**config.mk**
```make
export PLATFORM = sky130hd
export DESIGN_NAME = tensor_permute_address_gen_core_flat
export DESIGN_NICKNAME = d
export VERILOG_FILES = /design/src/tpag_pkg.sv /design/src/tpag_if.sv /design/src/tpag_plan.sv /design/src/tpag_walk.sv /design/src/tpag_out_buf.sv /design/src/tensor_permute_address_gen_core.sv /design/src/flat_wrapper.sv
export SDC_FILE = /design/constraint.sdc
export NUM_CORES = 2
export LEC_CHECK = 0
export BUFFER_PORTS_ARGS = -buffer_cell sky130_fd_sc_hd__buf_2
export CAP_MARGIN = 15
export CORE_MARGIN = 2
export CORE_UTILIZATION = 58
export CTS_BUF_LIST = sky130_fd_sc_hd__clkbuf_16
export CTS_CLUSTER_DIAMETER = 120
export DETAILED_ROUTE_END_ITERATION = 7
export HOLD_SLACK_MARGIN = 0.06
export PLACE_DENSITY = 0.75
export SYNTH_ARGS = -nofsm -noshare
export SYNTH_HDL_FRONTEND = slang
export SYNTH_HIERARCHICAL = 1
export SYNTH_SLANG_ARGS = --single-unit
```
**constraint.sdc**
```tcl
create_clock -name clk_i -period 7.38 [get_ports clk_i]
set_clock_uncertainty 0.2 [all_clocks]
set_input_delay 0.369 -clock clk_i [delete_from_list [all_inputs] [get_ports clk_i]]
set_output_delay 0.369 -clock clk_i [all_outputs]
set_load 0.005 [all_outputs]
```
**src/tpag_pkg.sv**
```systemverilog
// Shared types and constants for the tensor permute address generator.
`default_nettype none

package tpag_pkg;

  localparam int unsigned RANK_W     = 3;
  localparam int unsigned REG_IDX_W  = 3;
  localparam int unsigned CFG_DATA_W = 32;
  localparam int unsigned VALUE_W    = 32;
  localparam int unsigned INDEX_W    = 32;
  localparam int unsigned SHAPE_W    = 32;
  localparam int unsigned PERM_W     = 8;
  // wide enough to hold any rank and any dimension count up to eight
  localparam int unsigned CNT_W      = 4;

  typedef enum logic [1:0] {
    STATUS_OK       = 2'd0,
    STATUS_RANK     = 2'd1,
    STATUS_AXIS     = 2'd2,
    STATUS_DUP_AXIS = 2'd3
  } status_e;

  typedef enum logic [REG_IDX_W-1:0] {
    REG_TENSOR_RANK = 3'd0,
    REG_PERM_RANK   = 3'd1,
    REG_SHAPE       = 3'd2,
    REG_PERM        = 3'd3,
    REG_TRANSPOSE   = 3'd4
  } reg_e;

  typedef enum logic [1:0] {
    PH_IDLE,
    PH_STRIDE,
    PH_DELTA
  } phase_e;

  typedef struct packed {
    logic               busy;
    status_e            status;
    logic [RANK_W-1:0]  rank;
  } plan_ctrl_t;

  typedef struct packed {
    logic [INDEX_W-1:0] dest_index;
    logic [VALUE_W-1:0] out_value;
    status_e            status;
    logic               last;
  } res_t;

endpackage

`default_nettype wire

```
**src/tpag_if.sv**
```systemverilog
// Handshake interfaces: element input, result output and configuration write.
`default_nettype none

interface tpag_in_if;
  logic                          valid;
  logic                          ready;
  logic [tpag_pkg::VALUE_W-1:0]  in_value;

  modport source (output valid, output in_value, input ready);
  modport sink   (input valid, input in_value, output ready);
endinterface

interface tpag_out_if;
  logic                          valid;
  logic                          ready;
  logic [tpag_pkg::INDEX_W-1:0]  dest_index;
  logic [tpag_pkg::VALUE_W-1:0]  out_value;
  tpag_pkg::status_e             status;
  logic                          last;

  modport source (output valid, output dest_index, output out_value, output status,
                  output last, input ready);
  modport sink   (input valid, input dest_index, input out_value, input status,
                  input last, output ready);
endinterface

interface tpag_cfg_if;
  logic                             valid;
  logic                             ready;
  logic [tpag_pkg::REG_IDX_W-1:0]   index;
  logic [tpag_pkg::CFG_DATA_W-1:0]  data;

  modport source (output valid, output index, output data, input ready);
  modport sink   (input valid, input index, input data, output ready);
endinterface

`default_nettype wire

```
**src/tpag_plan.sv**
```systemverilog
// Configuration registers, permutation check and stride/step-delta sequencer.
`default_nettype none

module tpag_plan #(
  parameter int unsigned MAX_DIMS    = 4,
  parameter int unsigned EXTENT_BITS = 8
) (
  input  wire logic                                        clk_i,
  input  wire logic                                        rst_ni,
  tpag_cfg_if.sink                                         cfg_i,
  output tpag_pkg::plan_ctrl_t                             ctrl_o,
  output logic [MAX_DIMS-1:0][EXTENT_BITS-1:0]             ext_m1_o,
  output logic [MAX_DIMS-1:0][tpag_pkg::INDEX_W-1:0]       delta_o
);

  import tpag_pkg::*;

  localparam int unsigned AB   = (MAX_DIMS > 1) ? $clog2(MAX_DIMS) : 1;
  localparam int unsigned SHW  = (MAX_DIMS * EXTENT_BITS > SHAPE_W) ?
                                 MAX_DIMS * EXTENT_BITS : SHAPE_W;
  localparam int unsigned PMW  = (MAX_DIMS * AB > PERM_W) ? MAX_DIMS * AB : PERM_W;
  localparam logic [CNT_W-1:0] MAX_DIMS_C = CNT_W'(MAX_DIMS);

  logic [RANK_W-1:0]  tensor_rank_q, tensor_rank_d;
  logic [RANK_W-1:0]  perm_rank_q, perm_rank_d;
  logic [SHAPE_W-1:0] shape_q, shape_d;
  logic [PERM_W-1:0]  perm_q, perm_d;
  logic               transpose_q, transpose_d;

  phase_e             phase_q, phase_d;
  logic [AB-1:0]      idx_q, idx_d;
  logic [INDEX_W-1:0] acc_q, acc_d;

  logic [MAX_DIMS-1:0][INDEX_W-1:0] stride_q, stride_d;
  logic [MAX_DIMS-1:0][INDEX_W-1:0] delta_q, delta_d;

  logic [SHW-1:0]                        shape_ext;
  logic [PMW-1:0]                        perm_ext;
  logic [MAX_DIMS-1:0][EXTENT_BITS-1:0]  ext_a;
  logic [MAX_DIMS-1:0][EXTENT_BITS-1:0]  ext_m1;
  logic [CNT_W-1:0]                      rank4;
  status_e                               status;
  logic                                  cfg_fire;

  assign shape_ext = SHW'(shape_q);
  assign perm_ext  = PMW'(perm_q);
  assign rank4     = CNT_W'(tensor_rank_q);
  assign cfg_i.ready = 1'b1;
  assign cfg_fire  = cfg_i.valid;

  // zero extent counts as one
  always_comb begin
    for (int d = 0; d < MAX_DIMS; d++) begin
      ext_a[d] = shape_ext[d*EXTENT_BITS +: EXTENT_BITS];
      if (ext_a[d] == '0) begin
        ext_a[d] = EXTENT_BITS'(1);
      end
      ext_m1[d] = ext_a[d] - EXTENT_BITS'(1);
    end
  end

  // permutation check: rank first, then output axes from 0 upward (rank only in transpose mode)
  always_comb begin
    logic [MAX_DIMS-1:0] seen;
    logic [AB-1:0]       a;
    seen   = '0;
    a      = '0;
    status = STATUS_OK;
    if (transpose_q) begin
      if (rank4 > MAX_DIMS_C) begin
        status = STATUS_RANK;
      end
    end else if ((tensor_rank_q != perm_rank_q) || (rank4 > MAX_DIMS_C)) begin
      status = STATUS_RANK;
    end else begin
      for (int k = 0; k < MAX_DIMS; k++) begin
        a = perm_ext[k*AB +: AB];
        if ((CNT_W'(k) < rank4) && (status == STATUS_OK)) begin
          if (CNT_W'(a) >= rank4) begin
            status = STATUS_AXIS;
          end else if (seen[a]) begin
            status = STATUS_DUP_AXIS;
          end else begin
            seen[a] = 1'b1;
          end
        end
      end
    end
  end

  // after every write to a mapped register: destination stride of each source axis,
  // then the index step taken when the counter carries into each dimension
  always_comb begin
    logic             wr_hit;
    logic             act;
    logic [CNT_W-1:0] a4;
    tensor_rank_d = tensor_rank_q;
    perm_rank_d   = perm_rank_q;
    shape_d       = shape_q;
    perm_d        = perm_q;
    transpose_d   = transpose_q;
    phase_d       = phase_q;
    idx_d         = idx_q;
    acc_d         = acc_q;
    stride_d      = stride_q;
    delta_d       = delta_q;
    wr_hit        = 1'b1;
    act           = CNT_W'(idx_q) < rank4;
    if (transpose_q) begin
      a4 = rank4 - CNT_W'(1) - CNT_W'(idx_q);
    end else begin
      a4 = CNT_W'(perm_ext[idx_q*AB +: AB]);
    end

    if (cfg_fire) begin
      case (reg_e'(cfg_i.index))
        REG_TENSOR_RANK: tensor_rank_d = cfg_i.data[RANK_W-1:0];
        REG_PERM_RANK:   perm_rank_d   = cfg_i.data[RANK_W-1:0];
        REG_SHAPE:       shape_d       = cfg_i.data[SHAPE_W-1:0];
        REG_PERM:        perm_d        = cfg_i.data[PERM_W-1:0];
        REG_TRANSPOSE:   transpose_d   = cfg_i.data[0];
        default:         wr_hit        = 1'b0;
      endcase
      if (wr_hit) begin
        phase_d = PH_STRIDE;
        idx_d   = AB'(MAX_DIMS - 1);
        acc_d   = INDEX_W'(1);
      end
    end else begin
      case (phase_q)
        PH_STRIDE: begin
          if (act && (a4 < MAX_DIMS_C)) begin
            stride_d[a4[AB-1:0]] = acc_q;
            acc_d = acc_q * INDEX_W'(ext_a[a4[AB-1:0]]);
          end
          if (idx_q == '0) begin
            phase_d = PH_DELTA;
            idx_d   = AB'(MAX_DIMS - 1);
            acc_d   = '0;
          end else begin
            idx_d = idx_q - AB'(1);
          end
        end
        PH_DELTA: begin
          if (act) begin
            delta_d[idx_q] = stride_q[idx_q] - acc_q;
            acc_d = acc_q + stride_q[idx_q] * INDEX_W'(ext_m1[idx_q]);
          end
          if (idx_q == '0) begin
            phase_d = PH_IDLE;
          end else begin
            idx_d = idx_q - AB'(1);
          end
        end
        default: phase_d = PH_IDLE;
      endcase
    end
  end

  always_ff @(posedge clk_i or negedge rst_ni) begin
    if (!rst_ni) begin
      tensor_rank_q <= '0;
      perm_rank_q   <= '0;
      shape_q       <= '0;
      perm_q        <= '0;
      transpose_q   <= 1'b0;
      phase_q       <= PH_IDLE;
      idx_q         <= '0;
    end else begin
      tensor_rank_q <= tensor_rank_d;
      perm_rank_q   <= perm_rank_d;
      shape_q       <= shape_d;
      perm_q        <= perm_d;
      transpose_q   <= transpose_d;
      phase_q       <= phase_d;
      idx_q         <= idx_d;
    end
  end

  always_ff @(posedge clk_i) begin
    acc_q    <= acc_d;
    stride_q <= stride_d;
    delta_q  <= delta_d;
  end

  assign ctrl_o.busy   = (phase_q != PH_IDLE);
  assign ctrl_o.status = status;
  assign ctrl_o.rank   = tensor_rank_q;
  assign ext_m1_o      = ext_m1;
  assign delta_o       = delta_q;

endmodule

`default_nettype wire

```
**src/tpag_walk.sv**
```systemverilog
// Coordinate counter and running destination index, one element per cycle while fire_i is high.
`default_nettype none

module tpag_walk #(
  parameter int unsigned MAX_DIMS    = 4,
  parameter int unsigned EXTENT_BITS = 8
) (
  input  wire logic                                        clk_i,
  input  wire logic                                        rst_ni,
  input  wire logic                                        fire_i,
  input  wire logic                                        clear_i,
  input  wire tpag_pkg::plan_ctrl_t                        ctrl_i,
  input  wire logic [MAX_DIMS-1:0][EXTENT_BITS-1:0]        ext_m1_i,
  input  wire logic [MAX_DIMS-1:0][tpag_pkg::INDEX_W-1:0]  delta_i,
  output logic [tpag_pkg::INDEX_W-1:0]                     dest_o,
  output tpag_pkg::status_e                                status_o,
  output logic                                             last_o
);

  import tpag_pkg::*;

  localparam int unsigned AB = (MAX_DIMS > 1) ? $clog2(MAX_DIMS) : 1;

  logic [MAX_DIMS-1:0][EXTENT_BITS-1:0] coord_q, coord_d;
  logic [INDEX_W-1:0]                   dest_q, dest_d;

  logic [CNT_W-1:0] rank4;
  logic             ok;
  logic             advance;
  logic             found;
  logic [AB-1:0]    carry;
  logic             last_all;

  assign rank4   = CNT_W'(ctrl_i.rank);
  assign ok      = (ctrl_i.status == STATUS_OK);
  assign advance = fire_i && ok && (ctrl_i.rank != '0);

  // carry lands on the highest active dimension not yet at its end
  always_comb begin
    found    = 1'b0;
    carry    = '0;
    last_all = 1'b1;
    for (int d = 0; d < MAX_DIMS; d++) begin
      if ((CNT_W'(d) < rank4) && (coord_q[d] < ext_m1_i[d])) begin
        found    = 1'b1;
        carry    = AB'(d);
        last_all = 1'b0;
      end
    end
  end

  always_comb begin
    coord_d = coord_q;
    dest_d  = dest_q;
    if (clear_i) begin
      coord_d = '0;
      dest_d  = '0;
    end else if (advance) begin
      for (int d = 0; d < MAX_DIMS; d++) begin
        if (CNT_W'(d) < rank4) begin
          if (!found || (AB'(d) > carry)) begin
            coord_d[d] = '0;
          end else if (AB'(d) == carry) begin
            coord_d[d] = coord_q[d] + EXTENT_BITS'(1);
          end
        end
      end
      dest_d = found ? (dest_q + delta_i[carry]) : '0;
    end
  end

  always_ff @(posedge clk_i or negedge rst_ni) begin
    if (!rst_ni) begin
      coord_q <= '0;
      dest_q  <= '0;
    end else begin
      coord_q <= coord_d;
      dest_q  <= dest_d;
    end
  end

  always_comb begin
    status_o = ctrl_i.status;
    if (!ok) begin
      dest_o = '0;
      last_o = 1'b0;
    end else if (ctrl_i.rank == '0) begin
      dest_o = '0;
      last_o = 1'b1;
    end else begin
      dest_o = dest_q;
      last_o = last_all;
    end
  end

endmodule

`default_nettype wire

```
**src/tpag_out_buf.sv**
```systemverilog
// Two-entry result buffer so the input side keeps moving while the sink stalls.
`default_nettype none

module tpag_out_buf (
  input  wire logic           clk_i,
  input  wire logic           rst_ni,
  input  wire logic           push_i,
  input  wire tpag_pkg::res_t data_i,
  output logic                space_o,
  tpag_out_if.source          res_o
);

  import tpag_pkg::*;

  logic [1:0] cnt_q, cnt_d;
  res_t       head_q, head_d;
  res_t       spare_q, spare_d;
  logic       pop;

  assign pop     = (cnt_q != 2'd0) && res_o.ready;
  assign space_o = (cnt_q != 2'd2);

  always_comb begin
    cnt_d   = cnt_q;
    head_d  = head_q;
    spare_d = spare_q;
    case (cnt_q)
      2'd0: begin
        if (push_i) begin
          head_d = data_i;
          cnt_d  = 2'd1;
        end
      end
      2'd1: begin
        if (push_i && pop) begin
          head_d = data_i;
        end else if (push_i) begin
          spare_d = data_i;
          cnt_d   = 2'd2;
        end else if (pop) begin
          cnt_d = 2'd0;
        end
      end
      2'd2: begin
        if (pop) begin
          head_d = spare_q;
          cnt_d  = 2'd1;
        end
      end
      default: cnt_d = 2'd0;
    endcase
  end

  always_ff @(posedge clk_i or negedge rst_ni) begin
    if (!rst_ni) begin
      cnt_q <= 2'd0;
    end else begin
      cnt_q <= cnt_d;
    end
  end

  always_ff @(posedge clk_i) begin
    head_q  <= head_d;
    spare_q <= spare_d;
  end

  assign res_o.valid      = (cnt_q != 2'd0);
  assign res_o.dest_index = head_q.dest_index;
  assign res_o.out_value  = head_q.out_value;
  assign res_o.status     = head_q.status;
  assign res_o.last       = head_q.last;

endmodule

`default_nettype wire

```
**src/tensor_permute_address_gen_core.sv**
```systemverilog
// Tensor axis permutation address generator: top level.
//
// Elements enter on in_i in row-major order of the input tensor, one per
// transfer. For each element one result leaves on res_o: the flat index of
// the element in the permuted tensor, the value unchanged, the status of the
// permutation and a flag on the final element. Registers are written on cfg_i
// (index 0 tensor rank, 1 permutation rank, 2 packed shape, 3 packed axis
// list, 4 transpose mode); cfg_i is always ready.
// Throughput is one element per cycle while in_i is ready; a result is in the
// output buffer in the cycle after its input transfer. The two-entry output
// buffer keeps in_i ready for up to two results while res_o stalls, then in_i
// holds ready low. Every write to a mapped register clears the coordinate
// counter and starts a sequencer that walks the dimensions twice (strides, then
// carry steps); in_i is not ready while the sequencer runs or a write is
// offered. A write to an unmapped index changes nothing.
// Reset clears the configuration registers and the counter; rank zero with
// status OK passes each element at index 0 with the last flag set.
`default_nettype none

module tensor_permute_address_gen_core #(
  parameter int unsigned MAX_DIMS    = 4,
  parameter int unsigned EXTENT_BITS = 8,
  parameter int unsigned DATA_BITS   = 32
) (
  input  wire logic   clk_i,
  input  wire logic   rst_ni,
  tpag_in_if.sink     in_i,
  tpag_out_if.source  res_o,
  tpag_cfg_if.sink    cfg_i
);

  import tpag_pkg::*;

  localparam logic [VALUE_W-1:0] VAL_MASK = (DATA_BITS >= VALUE_W) ? '1 :
                                            VALUE_W'((64'd1 << DATA_BITS) - 64'd1);

  plan_ctrl_t                            ctrl;
  logic [MAX_DIMS-1:0][EXTENT_BITS-1:0]  ext_m1;
  logic [MAX_DIMS-1:0][INDEX_W-1:0]      delta;
  logic [INDEX_W-1:0]                    dest;
  status_e                               status;
  logic                                  last;
  logic                                  space;
  logic                                  fire;
  logic                                  cfg_hit;
  res_t                                  res;

  assign in_i.ready = space && !ctrl.busy && !cfg_i.valid;
  assign fire       = in_i.valid && in_i.ready;
  // only a write to a mapped register restarts the counter
  assign cfg_hit    = cfg_i.valid && (cfg_i.index <= REG_TRANSPOSE);

  tpag_plan #(
    .MAX_DIMS    (MAX_DIMS),
    .EXTENT_BITS (EXTENT_BITS)
  ) u_plan (
    .clk_i    (clk_i),
    .rst_ni   (rst_ni),
    .cfg_i    (cfg_i),
    .ctrl_o   (ctrl),
    .ext_m1_o (ext_m1),
    .delta_o  (delta)
  );

  tpag_walk #(
    .MAX_DIMS    (MAX_DIMS),
    .EXTENT_BITS (EXTENT_BITS)
  ) u_walk (
    .clk_i    (clk_i),
    .rst_ni   (rst_ni),
    .fire_i   (fire),
    .clear_i  (cfg_hit),
    .ctrl_i   (ctrl),
    .ext_m1_i (ext_m1),
    .delta_i  (delta),
    .dest_o   (dest),
    .status_o (status),
    .last_o   (last)
  );

  assign res.dest_index = dest;
  assign res.out_value  = in_i.in_value & VAL_MASK;
  assign res.status     = status;
  assign res.last       = last;

  tpag_out_buf u_out_buf (
    .clk_i   (clk_i),
    .rst_ni  (rst_ni),
    .push_i  (fire),
    .data_i  (res),
    .space_o (space),
    .res_o   (res_o)
  );

endmodule

`default_nettype wire

```
**src/flat_wrapper.sv**
```systemverilog
// flat-port wrapper written by rule: the top's interface ports become plain ports
module tensor_permute_address_gen_core_flat import tpag_pkg::*;
#(
  parameter int unsigned MAX_DIMS    = 4,
  parameter int unsigned EXTENT_BITS = 8,
  parameter int unsigned DATA_BITS   = 32
)
  (clk_i, rst_ni, in_i_valid, in_i_in_value, in_i_ready, res_o_valid, res_o_dest_index, res_o_out_value, res_o_status, res_o_last, res_o_ready, cfg_i_valid, cfg_i_index, cfg_i_data, cfg_i_ready);
  tpag_in_if in_i_i ();
  tpag_out_if res_o_i ();
  tpag_cfg_if cfg_i_i ();
  input  wire logic clk_i;
  input  wire logic rst_ni;
  input wire logic [$bits(in_i_i.valid)-1:0] in_i_valid;
  input wire logic [$bits(in_i_i.in_value)-1:0] in_i_in_value;
  output wire logic [$bits(in_i_i.ready)-1:0] in_i_ready;
  output wire logic [$bits(res_o_i.valid)-1:0] res_o_valid;
  output wire logic [$bits(res_o_i.dest_index)-1:0] res_o_dest_index;
  output wire logic [$bits(res_o_i.out_value)-1:0] res_o_out_value;
  output wire logic [$bits(res_o_i.status)-1:0] res_o_status;
  output wire logic [$bits(res_o_i.last)-1:0] res_o_last;
  input wire logic [$bits(res_o_i.ready)-1:0] res_o_ready;
  input wire logic [$bits(cfg_i_i.valid)-1:0] cfg_i_valid;
  input wire logic [$bits(cfg_i_i.index)-1:0] cfg_i_index;
  input wire logic [$bits(cfg_i_i.data)-1:0] cfg_i_data;
  output wire logic [$bits(cfg_i_i.ready)-1:0] cfg_i_ready;
  assign in_i_i.valid = in_i_valid;
  assign in_i_i.in_value = in_i_in_value;
  assign in_i_ready = in_i_i.ready;
  assign res_o_valid = res_o_i.valid;
  assign res_o_dest_index = res_o_i.dest_index;
  assign res_o_out_value = res_o_i.out_value;
  assign res_o_status = res_o_i.status;
  assign res_o_last = res_o_i.last;
  assign res_o_i.ready = res_o_ready;
  assign cfg_i_i.valid = cfg_i_valid;
  assign cfg_i_i.index = cfg_i_index;
  assign cfg_i_i.data = cfg_i_data;
  assign cfg_i_ready = cfg_i_i.ready;
  tensor_permute_address_gen_core #(.MAX_DIMS(MAX_DIMS), .EXTENT_BITS(EXTENT_BITS), .DATA_BITS(DATA_BITS)) u_core (.clk_i(clk_i), .rst_ni(rst_ni), .in_i(in_i_i), .res_o(res_o_i), .cfg_i(cfg_i_i));
endmodule
```
==> results.yml <==
grt:
  grt.overflow.total: 0
  grt_use_total_pct: 28.9
  grt_max_degree: 68
  grt_pass1_vias: 29800
  grt_pass1_wl_um: 162000
  antenna_found_initial: 2
clock_tree:
  cts_buffers: 53
  path_clk_slew_ps: 70
  clkSinkCount: 539
  clockRootBuffer: "clkbuf_16"
  cts_max_path_buffers: 3
  clock_latency_ps: 640
  htreeDepth: 2
  cts_tree: "done"
drt:
  drc: 0
  vias: 29300
  wl_per_cell_um: 20.2
  dr.pass1.iters: 7
  antenna_left: 0
  via_per_inst: 5.81
  drt_wl_total_um: 102000
  dr.first_iter.drc_count: 2464
timing:
  max_freq_ghz: 0.137
  fin_setup_tns_ps: 0
  min_period_ps: 7280
  max-slew-margin-rel_pct: 29.3
  slew_viol_final: 0
  setup_violations: 0
  rsz0062_at_grt: "yes"
  tightest_slew_ps: 1060
  hold_viol_final: 0
  finalCritPeriodShare_pct: 98.6
finish:
  instances_no_fill: 5051
  area_growth_pct: 14.3
  n_fill_cell: 5143
  fin_nets: 4689
  final_layout_size_suffix_gt1_share_pct: 16.2
  final_util_pct: 67.2
logic_synthesis:
  yosysTopAreaCell: "edfxtp_1"
  synth_most_common_cell: "inv_1"
  yosysSeqAreaShare_pct: 38.6
  ys_async_sr_fraction_pct: 21.7
  ys_top_cells_by_area: "edfxtp_1 31%, fa_1 17%, dfrtp_1 7.3%"
  yosys_warnings: 6
  synth_common_cells: "496 x inv_1, 422 x edfxtp_1, 352 x nor2_1, 345 x fa_1, 323 x nand2_1"
  synth_fp_nets: 4388
  ys_seq_elements: 539
  syn-mean-instance-area_um2: 10.7
  synth_cell_types: 84
  synth_area_um2: 40400
  synth_cells: 3772
  yosys_most_used_dff: "edfxtp_1"
  synth.top_cell.area_share_pct: 31.4
  synth_edf_count: 422
placement:
  place_congestion: 0.954
  io_buffers: 140
  post-dp-hpwl_um: 72800
  dp_cells: 4849
critical_path:
  crit_top_cell: "fa_1"
  critical_path.slowest_cell: "fa_1"
  crit_required_ps: 7520
  slowest_delay_ps: 580
  arrival_ps: 7420
  end_kind: "flip-flop"
  start_kind: "flip-flop"
  critPathMaxFanout: 6
  crit_type: "flip-flop to flip-flop"
floorplan:
  ioPinCount: 142
  die_h_um: 268
  die_x_um: 268
  core_um2: 68700
  start_util_pct: 58.8
  fp-row-count: 96
  die-area_um2: 71700
outcome:
  status: "complete, no violations"
run:
  max-cap-violations: 0
min_path:
  hold_class: "input port to flip-flop"
## cell usage in the layout, fill, tap and decap left out, types with 31 or more instances in the layout
cell,n
buf_2,139
and2_1,147
xnor2_1,81
nand2b_1,42
dlygate4sd3_1,70
fa_1,343
o22ai_1,45
a21o_1,47
a21oi_1,141
clkbuf_16,54
nor3_1,31
ha_1,187
nand3_1,41
mux2i_1,38
buf_4,157
nor2b_1,39
inv_1,508
dfrtp_1,112
mux2_2,116
o21ai_0,100
edfxtp_1,422
nor2_1,345
a22o_1,39
xor2_1,66
nand2_1,323
## through the flow
step	area [µm²]	hold WS [ps]	setup WS [ps]
6_report	46100	136	103
5_1_grt	46100	148	-112
4_1_cts	45400	117	15.9
3_5_place_dp	42900	316	-159
3_3_place_gp	42900	315	-63.6
2_1_floorplan	40400	-127	29.7
## path summary, 6_finish.rpt
path	depth (start not counted)	slack, ps	to	from
max	29	100	u_core/u_plan/acc_q[19]	u_core/u_plan/idx_q[0]
min	4	140	u_core/u_out_buf/cnt_q[0]	in_i_valid
max reg2reg	29	100	u_core/u_plan/acc_q[19]	u_core/u_plan/idx_q[0]
min reg2reg	1	330	u_core/u_walk/dest_q[26]	u_core/u_walk/dest_q[26]
max in group asynchronous	3	5470	u_core/u_walk/dest_q[7]	rst_ni
min in group asynchronous	2	260	u_core/u_plan/perm_ext[7]	rst_ni
## per-layer routing
metal	vias up	GRT usage, %	wire length [µm]
li1	13400	-	-
met1	14500	38.6	41300
met2	1209	48.5	49400
met3	217	4.49	7740
met4	0	9.54	3500
met5	-	0	0
## what timing repair did
action                                 4_1_cts  5_1_grt
gates resized for setup                      6      100
hold buffers                                70        0
setup endpoints to repair                    7       16
buffers inserted                             1       26
endpoints found under the hold margin      174        0
pin swaps                                    1       29
gates cloned                                 0        2
## cell type report
cell class | count | area [µm²] | area share (%)
multi-input combinational | 2591 | 22800 | 49.3
sequential | 539 | 15600 | 33.8
timing repair buffer | 391 | 2960 | 6.42
inverter | 497 | 1870 | 4.04
clock buffer | 53 | 1330 | 2.87
tap | 931 | 1160 | 2.52
clock inverter | 46 | 447 | 0.968
antenna | 3 | 7.51 | 0.0163
## cells by family after synthesis
logic type | count (synthesis) | share of synthesized area [%]
AND/OR/NAND/NOR | 1096 | 12.7
buffers and inverters | 642 | 6.25
AO/OA/AOI/OAI | 598 | 9.62
adder cells (fa/ha/maj) | 544 | 23.3
flip-flops | 539 | 38.6
multiplexers | 200 | 6.11
XOR/XNOR | 152 | 3.40
other | 1 | 0.00929
## critical path, delay by kind of cell, from the launching register on
kind | cells | cell delay, ps
compound gates | 9 | 1560
xor+xnor | 1 | 200
fa+ha+maj | 7 | 3100
buf+inv | 7 | 760
flops | 1 | 440
mux | 2 | 430
simple gates | 3 | 280
Power is not shown: default switching activity piles up to over one toggle a cycle in this logic, so the estimate is an artifact.
